<file path="src/design/assert_macros.svh">
// assertion helpers, compiled out for synthesis
`ifndef ASSERT_MACROS_SVH
`define ASSERT_MACROS_SVH

`ifndef SYNTHESIS

`define ASSERT_IMP(lbl, clk, rstn, ante, cons) \
  lbl: assert property (@(posedge clk) disable iff (!rstn) (ante) |-> (cons)) \
    else $error("implication check failed");

`define ASSERT_ALWAYS(lbl, clk, rstn, expr) \
  lbl: assert property (@(posedge clk) disable iff (!rstn) (expr)) \
    else $error("invariant check failed");

`else

`define ASSERT_IMP(lbl, clk, rstn, ante, cons)

`define ASSERT_ALWAYS(lbl, clk, rstn, expr)

`endif

`endif

</file>
<file path="src/design/osl_pkg.sv">
package osl_pkg;

  localparam int RANGE_BITS = 14;
  localparam int CMD_BITS   = 16;
  localparam int SCALE_BITS = 16;
  localparam int QUO_BITS   = SCALE_BITS - 1;
  localparam int REM_BITS   = RANGE_BITS + 1;
  localparam int DIV_STEPS  = 3;
  localparam int DIV_STAGES = QUO_BITS / DIV_STEPS;
  localparam int LATENCY    = DIV_STAGES + 3;
  localparam int MUL_BITS   = CMD_BITS - 1 + QUO_BITS;

  localparam logic [SCALE_BITS-1:0] SCALE_ONE = SCALE_BITS'(1) << QUO_BITS;

  localparam int CFG_DATA_BITS = 32;
  localparam int CFG_ADDR_BITS = 3;

  typedef enum logic [0:0] {
    REG_STOP_DIST = 1'b0,
    REG_SLOW_DIST = 1'b1
  } osl_reg_t;

  localparam logic [RANGE_BITS-1:0] STOP_RESET = RANGE_BITS'(300);
  localparam logic [RANGE_BITS-1:0] SLOW_RESET = RANGE_BITS'(800);

  typedef struct packed {
    logic                       snapshot_valid;
    logic [RANGE_BITS-1:0]      range_left_mm;
    logic [RANGE_BITS-1:0]      range_center_mm;
    logic [RANGE_BITS-1:0]      range_right_mm;
    logic signed [CMD_BITS-1:0] forward_cmd;
    logic signed [CMD_BITS-1:0] turn_cmd;
  } osl_in_t;

  typedef struct packed {
    logic signed [CMD_BITS-1:0] forward_out;
    logic signed [CMD_BITS-1:0] turn_out;
    logic [RANGE_BITS-1:0]      nearest_mm;
    logic                       stop_flag;
    logic [SCALE_BITS-1:0]      speed_scale;
  } osl_out_t;

  typedef struct packed {
    logic [RANGE_BITS-1:0] stop_mm;
    logic [RANGE_BITS-1:0] slow_mm;
  } osl_cfg_t;

  // per-item data riding alongside the divider
  typedef struct packed {
    logic [RANGE_BITS-1:0]      nearest;
    logic                       stop;
    logic                       slow;
    logic signed [CMD_BITS-1:0] fwd;
    logic signed [CMD_BITS-1:0] turn;
  } osl_side_t;

endpackage

</file>
<file path="src/design/osl_front.sv">
module osl_front import osl_pkg::*; (
  input  logic                  clk,
  input  logic                  rst_n,
  input  logic                  in_valid,
  input  osl_in_t               in_data,
  input  osl_cfg_t              cfg,
  output logic                  out_valid,
  output logic [RANGE_BITS-1:0] out_diff,
  output logic [RANGE_BITS-1:0] out_span,
  output osl_side_t             out_side
);

  logic [RANGE_BITS:0]   key_l, key_c, key_r, key_lc, key_min;
  logic [RANGE_BITS-1:0] nearest;
  logic                  fwd_pos, limit;
  logic                  valid_r;
  logic [RANGE_BITS-1:0] diff_r, diff_nxt;
  logic [RANGE_BITS-1:0] span_r, span_nxt;
  osl_side_t             side_r, side_nxt;

  // a missing reading sorts above every real one and reads back as zero
  assign key_l   = {in_data.range_left_mm == '0, in_data.range_left_mm};
  assign key_c   = {in_data.range_center_mm == '0, in_data.range_center_mm};
  assign key_r   = {in_data.range_right_mm == '0, in_data.range_right_mm};
  assign key_lc  = (key_c < key_l) ? key_c : key_l;
  assign key_min = (key_r < key_lc) ? key_r : key_lc;

  always_comb begin
    nearest  = in_data.snapshot_valid ? key_min[RANGE_BITS-1:0] : '0;
    fwd_pos  = !in_data.forward_cmd[CMD_BITS-1] && (in_data.forward_cmd != '0);
    limit    = (nearest != '0) && fwd_pos;
    diff_nxt = nearest - cfg.stop_mm;
    span_nxt = (cfg.slow_mm > cfg.stop_mm) ? (cfg.slow_mm - cfg.stop_mm)
                                           : RANGE_BITS'(1);
    side_nxt.nearest = nearest;
    side_nxt.stop    = limit && (nearest <= cfg.stop_mm);
    side_nxt.slow    = limit && (nearest > cfg.stop_mm) && (nearest < cfg.slow_mm);
    side_nxt.fwd     = in_data.forward_cmd;
    side_nxt.turn    = in_data.turn_cmd;
  end

  always_ff @(posedge clk) begin
    if (!rst_n) begin
      valid_r <= 1'b0;
    end else begin
      valid_r <= in_valid;
    end
  end

  always_ff @(posedge clk) begin
    diff_r <= diff_nxt;
    span_r <= span_nxt;
    side_r <= side_nxt;
  end

  assign out_valid = valid_r;
  assign out_diff  = diff_r;
  assign out_span  = span_r;
  assign out_side  = side_r;

endmodule

</file>
<file path="src/design/osl_div.sv">
module osl_div import osl_pkg::*; (
  input  logic                  clk,
  input  logic                  rst_n,
  input  logic                  in_valid,
  input  logic [RANGE_BITS-1:0] in_rem,
  input  logic [RANGE_BITS-1:0] in_span,
  input  osl_side_t             in_side,
  output logic                  out_valid,
  output logic [QUO_BITS-1:0]   out_quo,
  output osl_side_t             out_side
);

  // restoring divide of (rem << QUO_BITS) by span, DIV_STEPS quotient bits per stage;
  // rem < span holds for slow items, whose quotient is used; it fits without a clamp
  logic                  vld_in  [DIV_STAGES];
  logic [RANGE_BITS-1:0] rem_in  [DIV_STAGES];
  logic [QUO_BITS-1:0]   quo_in  [DIV_STAGES];
  logic [RANGE_BITS-1:0] span_in [DIV_STAGES];
  osl_side_t             side_in [DIV_STAGES];

  logic                  vld_r  [DIV_STAGES];
  logic [RANGE_BITS-1:0] rem_r  [DIV_STAGES];
  logic [QUO_BITS-1:0]   quo_r  [DIV_STAGES];
  logic [RANGE_BITS-1:0] span_r [DIV_STAGES];
  osl_side_t             side_r [DIV_STAGES];

  logic [RANGE_BITS-1:0] rem_nxt [DIV_STAGES];
  logic [QUO_BITS-1:0]   quo_nxt [DIV_STAGES];

  genvar k;
  generate
    for (k = 0; k < DIV_STAGES; k++) begin : g_stage
      if (k == 0) begin : g_first
        assign vld_in[k]  = in_valid;
        assign rem_in[k]  = in_rem;
        assign quo_in[k]  = '0;
        assign span_in[k] = in_span;
        assign side_in[k] = in_side;
      end else begin : g_next
        assign vld_in[k]  = vld_r[k-1];
        assign rem_in[k]  = rem_r[k-1];
        assign quo_in[k]  = quo_r[k-1];
        assign span_in[k] = span_r[k-1];
        assign side_in[k] = side_r[k-1];
      end

      always_comb begin
        logic [REM_BITS-1:0]   trial;
        logic [RANGE_BITS-1:0] r;
        logic [QUO_BITS-1:0]   q;
        r = rem_in[k];
        q = quo_in[k];
        for (int j = 0; j < DIV_STEPS; j++) begin
          trial = {r, 1'b0};
          if (trial >= {1'b0, span_in[k]}) begin
            trial = trial - {1'b0, span_in[k]};
            q = {q[QUO_BITS-2:0], 1'b1};
          end else begin
            q = {q[QUO_BITS-2:0], 1'b0};
          end
          r = trial[RANGE_BITS-1:0];
        end
        rem_nxt[k] = r;
        quo_nxt[k] = q;
      end

      always_ff @(posedge clk) begin
        if (!rst_n) begin
          vld_r[k] <= 1'b0;
        end else begin
          vld_r[k] <= vld_in[k];
        end
      end

      always_ff @(posedge clk) begin
        rem_r[k]  <= rem_nxt[k];
        quo_r[k]  <= quo_nxt[k];
        span_r[k] <= span_in[k];
        side_r[k] <= side_in[k];
      end
    end
  endgenerate

  assign out_valid = vld_r[DIV_STAGES-1];
  assign out_quo   = quo_r[DIV_STAGES-1];
  assign out_side  = side_r[DIV_STAGES-1];

endmodule

</file>
<file path="src/design/osl_mul.sv">
module osl_mul import osl_pkg::*; (
  input  logic                clk,
  input  logic                rst_n,
  input  logic                in_valid,
  input  logic [QUO_BITS-1:0] in_quo,
  input  osl_side_t           in_side,
  output logic                out_valid,
  output osl_out_t            out_data
);

  logic                vld_a_r;
  logic [MUL_BITS-1:0] prod_a_r, prod_a_nxt;
  logic [QUO_BITS-1:0] quo_a_r;
  osl_side_t           side_a_r;

  logic                vld_b_r;
  osl_out_t            out_r, out_nxt;

  // forward is known positive whenever the product is used
  assign prod_a_nxt = MUL_BITS'(in_side.fwd[CMD_BITS-2:0]) * MUL_BITS'(in_quo);

  always_comb begin
    out_nxt.turn_out   = side_a_r.turn;
    out_nxt.nearest_mm = side_a_r.nearest;
    out_nxt.stop_flag  = side_a_r.stop;
    if (side_a_r.stop) begin
      out_nxt.forward_out = '0;
      out_nxt.speed_scale = '0;
    end else if (side_a_r.slow) begin
      out_nxt.forward_out = {1'b0, prod_a_r[MUL_BITS-1:QUO_BITS]};
      out_nxt.speed_scale = {1'b0, quo_a_r};
    end else begin
      out_nxt.forward_out = side_a_r.fwd;
      out_nxt.speed_scale = SCALE_ONE;
    end
  end

  always_ff @(posedge clk) begin
    if (!rst_n) begin
      vld_a_r <= 1'b0;
      vld_b_r <= 1'b0;
    end else begin
      vld_a_r <= in_valid;
      vld_b_r <= vld_a_r;
    end
  end

  always_ff @(posedge clk) begin
    prod_a_r <= prod_a_nxt;
    quo_a_r  <= in_quo;
    side_a_r <= in_side;
    out_r    <= out_nxt;
  end

  assign out_valid = vld_b_r;
  assign out_data  = out_r;

endmodule

</file>
<file path="src/design/obstacle_speed_limiter_core.sv">
// channel   direction  handshake                     payload
// input     in         start / busy                  in_data   (osl_in_t)
// result    out        out_valid strobe, one cycle   out_data  (osl_out_t)
// config    in / out   psel penable pwrite pready    paddr pwdata prdata
//
// one beat per cycle in, one result per beat out, in order through the pipeline:
// front stage, five divider stages of three quotient bits, multiply, output register
// busy is high only while rst_n is low; reset clears the pipeline valids and
// restores stop 300 mm / slow 800 mm
// the receiver cannot stall, so the pipeline never holds
`include "assert_macros.svh"

module obstacle_speed_limiter_core import osl_pkg::*; (
  input  logic                     clk,
  input  logic                     rst_n,
  input  logic                     start,
  output logic                     busy,
  input  osl_in_t                  in_data,
  output logic                     out_valid,
  output osl_out_t                 out_data,
  input  logic                     psel,
  input  logic                     penable,
  input  logic                     pwrite,
  input  logic [CFG_ADDR_BITS-1:0] paddr,
  input  logic [CFG_DATA_BITS-1:0] pwdata,
  output logic [CFG_DATA_BITS-1:0] prdata,
  output logic                     pready
);

  logic [RANGE_BITS-1:0] stop_r, slow_r;
  logic                  cfg_wr;
  osl_reg_t              cfg_sel;
  osl_cfg_t              cfg;
  logic                  accept;

  logic                  f_valid;
  logic [RANGE_BITS-1:0] f_diff, f_span;
  osl_side_t             f_side;
  logic                  d_valid;
  logic [QUO_BITS-1:0]   d_quo;
  osl_side_t             d_side;

  assign busy   = !rst_n;
  assign accept = start && !busy;
  assign pready = 1'b1;
  assign cfg_wr = psel && penable && pwrite;
  assign cfg_sel = osl_reg_t'(paddr[2]);

  always_ff @(posedge clk) begin
    if (!rst_n) begin
      stop_r <= STOP_RESET;
      slow_r <= SLOW_RESET;
    end else if (cfg_wr) begin
      case (cfg_sel)
        REG_STOP_DIST: stop_r <= pwdata[RANGE_BITS-1:0];
        REG_SLOW_DIST: slow_r <= pwdata[RANGE_BITS-1:0];
        default: ;
      endcase
    end
  end

  always_comb begin
    case (cfg_sel)
      REG_STOP_DIST: prdata = CFG_DATA_BITS'(stop_r);
      REG_SLOW_DIST: prdata = CFG_DATA_BITS'(slow_r);
      default:       prdata = '0;
    endcase
  end

  assign cfg.stop_mm = stop_r;
  assign cfg.slow_mm = slow_r;

  osl_front u_front (
    .clk       (clk),
    .rst_n     (rst_n),
    .in_valid  (accept),
    .in_data   (in_data),
    .cfg       (cfg),
    .out_valid (f_valid),
    .out_diff  (f_diff),
    .out_span  (f_span),
    .out_side  (f_side)
  );

  osl_div u_div (
    .clk       (clk),
    .rst_n     (rst_n),
    .in_valid  (f_valid),
    .in_rem    (f_diff),
    .in_span   (f_span),
    .in_side   (f_side),
    .out_valid (d_valid),
    .out_quo   (d_quo),
    .out_side  (d_side)
  );

  osl_mul u_mul (
    .clk       (clk),
    .rst_n     (rst_n),
    .in_valid  (d_valid),
    .in_quo    (d_quo),
    .in_side   (d_side),
    .out_valid (out_valid),
    .out_data  (out_data)
  );

  // every accepted beat comes out, and out_valid rises for no other beat
  `ASSERT_ALWAYS(a_latency, clk, rst_n, out_valid == ($past(accept, LATENCY) === 1'b1))
  `ASSERT_IMP(a_stop_zero, clk, rst_n, out_valid && out_data.stop_flag,
              out_data.forward_out == '0 && out_data.speed_scale == '0 &&
              out_data.nearest_mm != '0)
  `ASSERT_IMP(a_none_full, clk, rst_n, out_valid && out_data.nearest_mm == '0,
              out_data.speed_scale == SCALE_ONE && !out_data.stop_flag)
  `ASSERT_IMP(a_scale_cap, clk, rst_n, out_valid,
              out_data.speed_scale <= SCALE_ONE)

endmodule
</file>
<file path="config.mk">
export PLATFORM = sky130hd
export DESIGN_NAME = obstacle_speed_limiter_core
export DESIGN_NICKNAME = d
export VERILOG_FILES = /design/src/design/osl_pkg.sv /design/src/design/osl_front.sv /design/src/design/osl_div.sv /design/src/design/osl_mul.sv /design/src/design/obstacle_speed_limiter_core.sv
export VERILOG_INCLUDE_DIRS = /design/src /design/src/design
export SDC_FILE = /design/constraint.sdc
export NUM_CORES = 2
export LEC_CHECK = 0
export BUFFER_PORTS_ARGS = -buffer_cell sky130_fd_sc_hd__buf_2
export CELL_PAD_IN_SITES_DETAIL_PLACEMENT = 1
export CELL_PAD_IN_SITES_GLOBAL_PLACEMENT = 1
export CORE_MARGIN = 1.5
export CORE_UTILIZATION = 44
export DETAILED_ROUTE_END_ITERATION = 16
export PLACE_DENSITY_LB_ADDON = 0.3
export SETUP_SLACK_MARGIN = 0.3
export SYNTH_ARGS = -nofsm -noshare
export SYNTH_HDL_FRONTEND = slang
export SYNTH_SLANG_ARGS = --single-unit
</file>
<file path="constraint.sdc">
create_clock -name clk -period 7.07 [get_ports clk]
set_clock_uncertainty 0.05 [all_clocks]
set_input_delay 0.3535 -clock clk [delete_from_list [all_inputs] [get_ports clk]]
set_output_delay 0.3535 -clock clk [all_outputs]
set_load 0.05 [all_outputs]
</file>
==> impl_metrics.json <==
{
  "max_stage_delay_ns": 0.52,
  "die_w_um": 285,
  "crit_type": "flip-flop to flip-flop",
  "coreArea_um2": 78900,
  "avgRoutedWirePerCell_um": 20.0,
  "numCtsBuffers": 69,
  "ant_nets": 0,
  "drc": 0,
  "initial_utilization": 0.443,
  "arrival_ns": 7.20,
  "drive_above_1_share": 0.197,
  "finalNonFillerCells": 5102,
  "rrSetupSlack_ns": 0.35,
  "hpwl_um": 75600,
  "finalSetupViolations": 0,
  "synth_cells": 3565,
  "synth_common_cells": "dfxtp_1, ha_1, inv_1, nand2_1, a21oi_1",
  "first_global_vias": 29551,
  "synth.distinct_cells": 90,
  "firstDrtPassIters": 5,
  "grt_first_pass_wirelength_um": 160000,
  "synth-async-reset-ratio": 0,
  "gp_congestion": 0.880,
  "tns_ns": 0,
  "num_vias": 27293,
  "path_common_cell": "a21oi_2",
  "synthMuxAreaShare": 0.0456,
  "clk-insertion-delay-late_ns": 0.65,
  "crit_required_ns": 7.55,
  "fin_crit_sh": 0.951,
  "placedCellCount": 4898,
  "synth_most_common_cell": "dfxtp_1",
  "die_area_um2": 81200,
  "yosys_register_bits": 650,
  "status": "finished, final reports clean",
  "die_height_um": 285,
  "grtUsageMet2": 0.447,
  "synthesis.area_um2": 35000,
  "rsz0062_at_grt": "true",
  "yosys.area_share.simple": 0.127,
  "clockBufferDepth": 3,
  "synth-seq-area-share": 0.372,
  "synth-edff-count": 0,
  "maxCapViolCount": 0,
  "rows": 103,
  "finalWorstSetupSlack_ns": 0.346,
  "endpoint_kind": "flip-flop",
  "synth-xor-area-share": 0.0433,
  "synthAdderAreaFrac": 0.228,
  "ios": 214,
  "cts_tree": "yes",
  "crit_buf_inv": 3,
  "grtUsageMet3": 0.0246,
  "grt_overflow": 0,
  "slowest_stage": "or4_4",
  "top_usage_layer": "met2",
  "tightestPinTransition_ns": 1.18,
  "grt_util_all_layers": 0.247,
  "synth_top_family_by_area": "adder cells",
  "grt_antenna_before_repair": 1,
  "num-nets-final": 4648,
  "fin_crit_ns": 6.72,
  "drv_slew": 0,
  "min_path_type": "primary input to flip-flop",
  "root_buffer": "clkbuf_16",
  "yosysWarnings": 0,
  "ys.flop_type": "dfxtp_1",
  "grt_util_met1": 0.306,
  "drtIter0Drc": 1177,
  "n_antenna_cell": 0,
  "portBuffers": 174,
  "htreeDepth": 3,
  "synth_area_leaders": "dfxtp_1, ha_1, fa_1",
  "clkTransAtPathRegs_ns": 0.06,
  "crit_family": "compound AO/OA/AOI/OAI gates",
  "dpl_worst_slack_ns": -0.161,
  "worstPathMaxFanout": 5,
  "yosys.area.top_type": "dfxtp_1",
  "wirelength_um": 102000,
  "critPathLaunchType": "flip-flop",
  "slew_headroom": 0.214,
  "area_growth_pct": 20.7,
  "syn_avg_cell_area_um2": 9.81,
  "viasPerCell": 5.35,
  "synth_compound_area_frac": 0.134,
  "finalHoldViolCount": 0,
  "cts.sinks": 650,
  "utilization": 0.535,
  "synth_top_area_frac": 0.372,
  "grt_max_degree": 31,
  "fmax_mhz": 149
}
## flip-flops by register name, indices dropped and copies added (netlist names), 17 cells and up
signal	flops
u_div.side_r	240
u_mul.out_data	63
u_div.rem_r	56
u_div.span_r	56
u_front.out_side	48
u_div.quo_r	45
u_mul.out_nxt	31
u_mul.side_a_r	17
## final cells by class
type	instances	area [µm²]
sequential	650	13000
inverter	328	1240
multi-input combinational	2509	21100
clock buffer	87	1850
clock inverter	37	596
timing repair buffer	441	3060
tap	1050	1310
fill	8783	36700
## through the flow
stage | instance area, µm² | hold WS, ns
final | 42200 | 0.0411
after global routing | 42200 | 0.0473
after CTS | 41400 | 0.00700
after detailed placement | 38200 | 0.263
after global placement | 38200 | 0.260
after floorplan | 35100 | 0.260
## kinds of logic after synthesis
family | count (synthesis)
simple gates | 919
flops | 650
other cells | 2
xor+xnor | 173
mux | 141
fa+ha+maj | 533
buf+inv | 427
compound gates | 720
## metal layers
metal	share of wire	up-vias	wire length, µm
li1	-	13030	-
met1	0.43	13625	44000
met2	0.51	458	52100
met3	0.029	180	3000
met4	0.029	0	2940
met5	0	-	0
## cell usage in the layout, fill, tap and decap left out, types with 31 or more instances in the layout
master         instances
o21a_1                43
ha_1                 334
nand3_1               45
nand2_1              317
buf_4                214
inv_1                319
and2_1               126
xnor2_1              115
mux2_2                88
nor3_1                54
a21oi_1              185
nor2b_1               33
dfxtp_1              630
dlygate4sd3_1         47
o21ai_0              137
nand4_1               36
xor2_1                58
clkbuf_16             70
a21o_1                80
buf_2                174
fa_1                 171
nor2_1               170
nand2b_1              31
## what timing repair did
action                                 in CTS  in global routing
setup endpoints to repair                  63                 73
setup buffers                              12                 16
gates cloned                                1                  4
pin swaps                                  21                 38
gates resized for setup                    45                155
endpoints found under the hold margin      61                  0
hold buffers                               47                  0
## worst reg2reg max path: cells and delay by family, from the launching register on
family	cells	cell delay [ns]
compound gates	18	3.63
buf+inv	3	0.37
mux	1	0.29
flops	1	0.34
simple gates	4	1.04
fa+ha+maj	3	0.89
## worst paths after layout
path                                                   end                        from  cells past startpoint
worst max register to register  u_div.rem_r[0][23]$_DFF_P_  u_div.span_r[0][0]$_DFF_P_                     29
worst max-delay path            u_div.rem_r[0][23]$_DFF_P_  u_div.span_r[0][0]$_DFF_P_                     29
worst min-delay path                stop_r[5]$_SDFFE_PN1P_                       rst_n                      2
worst min register to register  u_div.quo_r[0][19]$_DFF_P_   u_div.quo_r[0][1]$_DFF_P_                      0
Power is not shown: default switching activity piles up to over one toggle a cycle in this logic, so the estimate is an artifact.
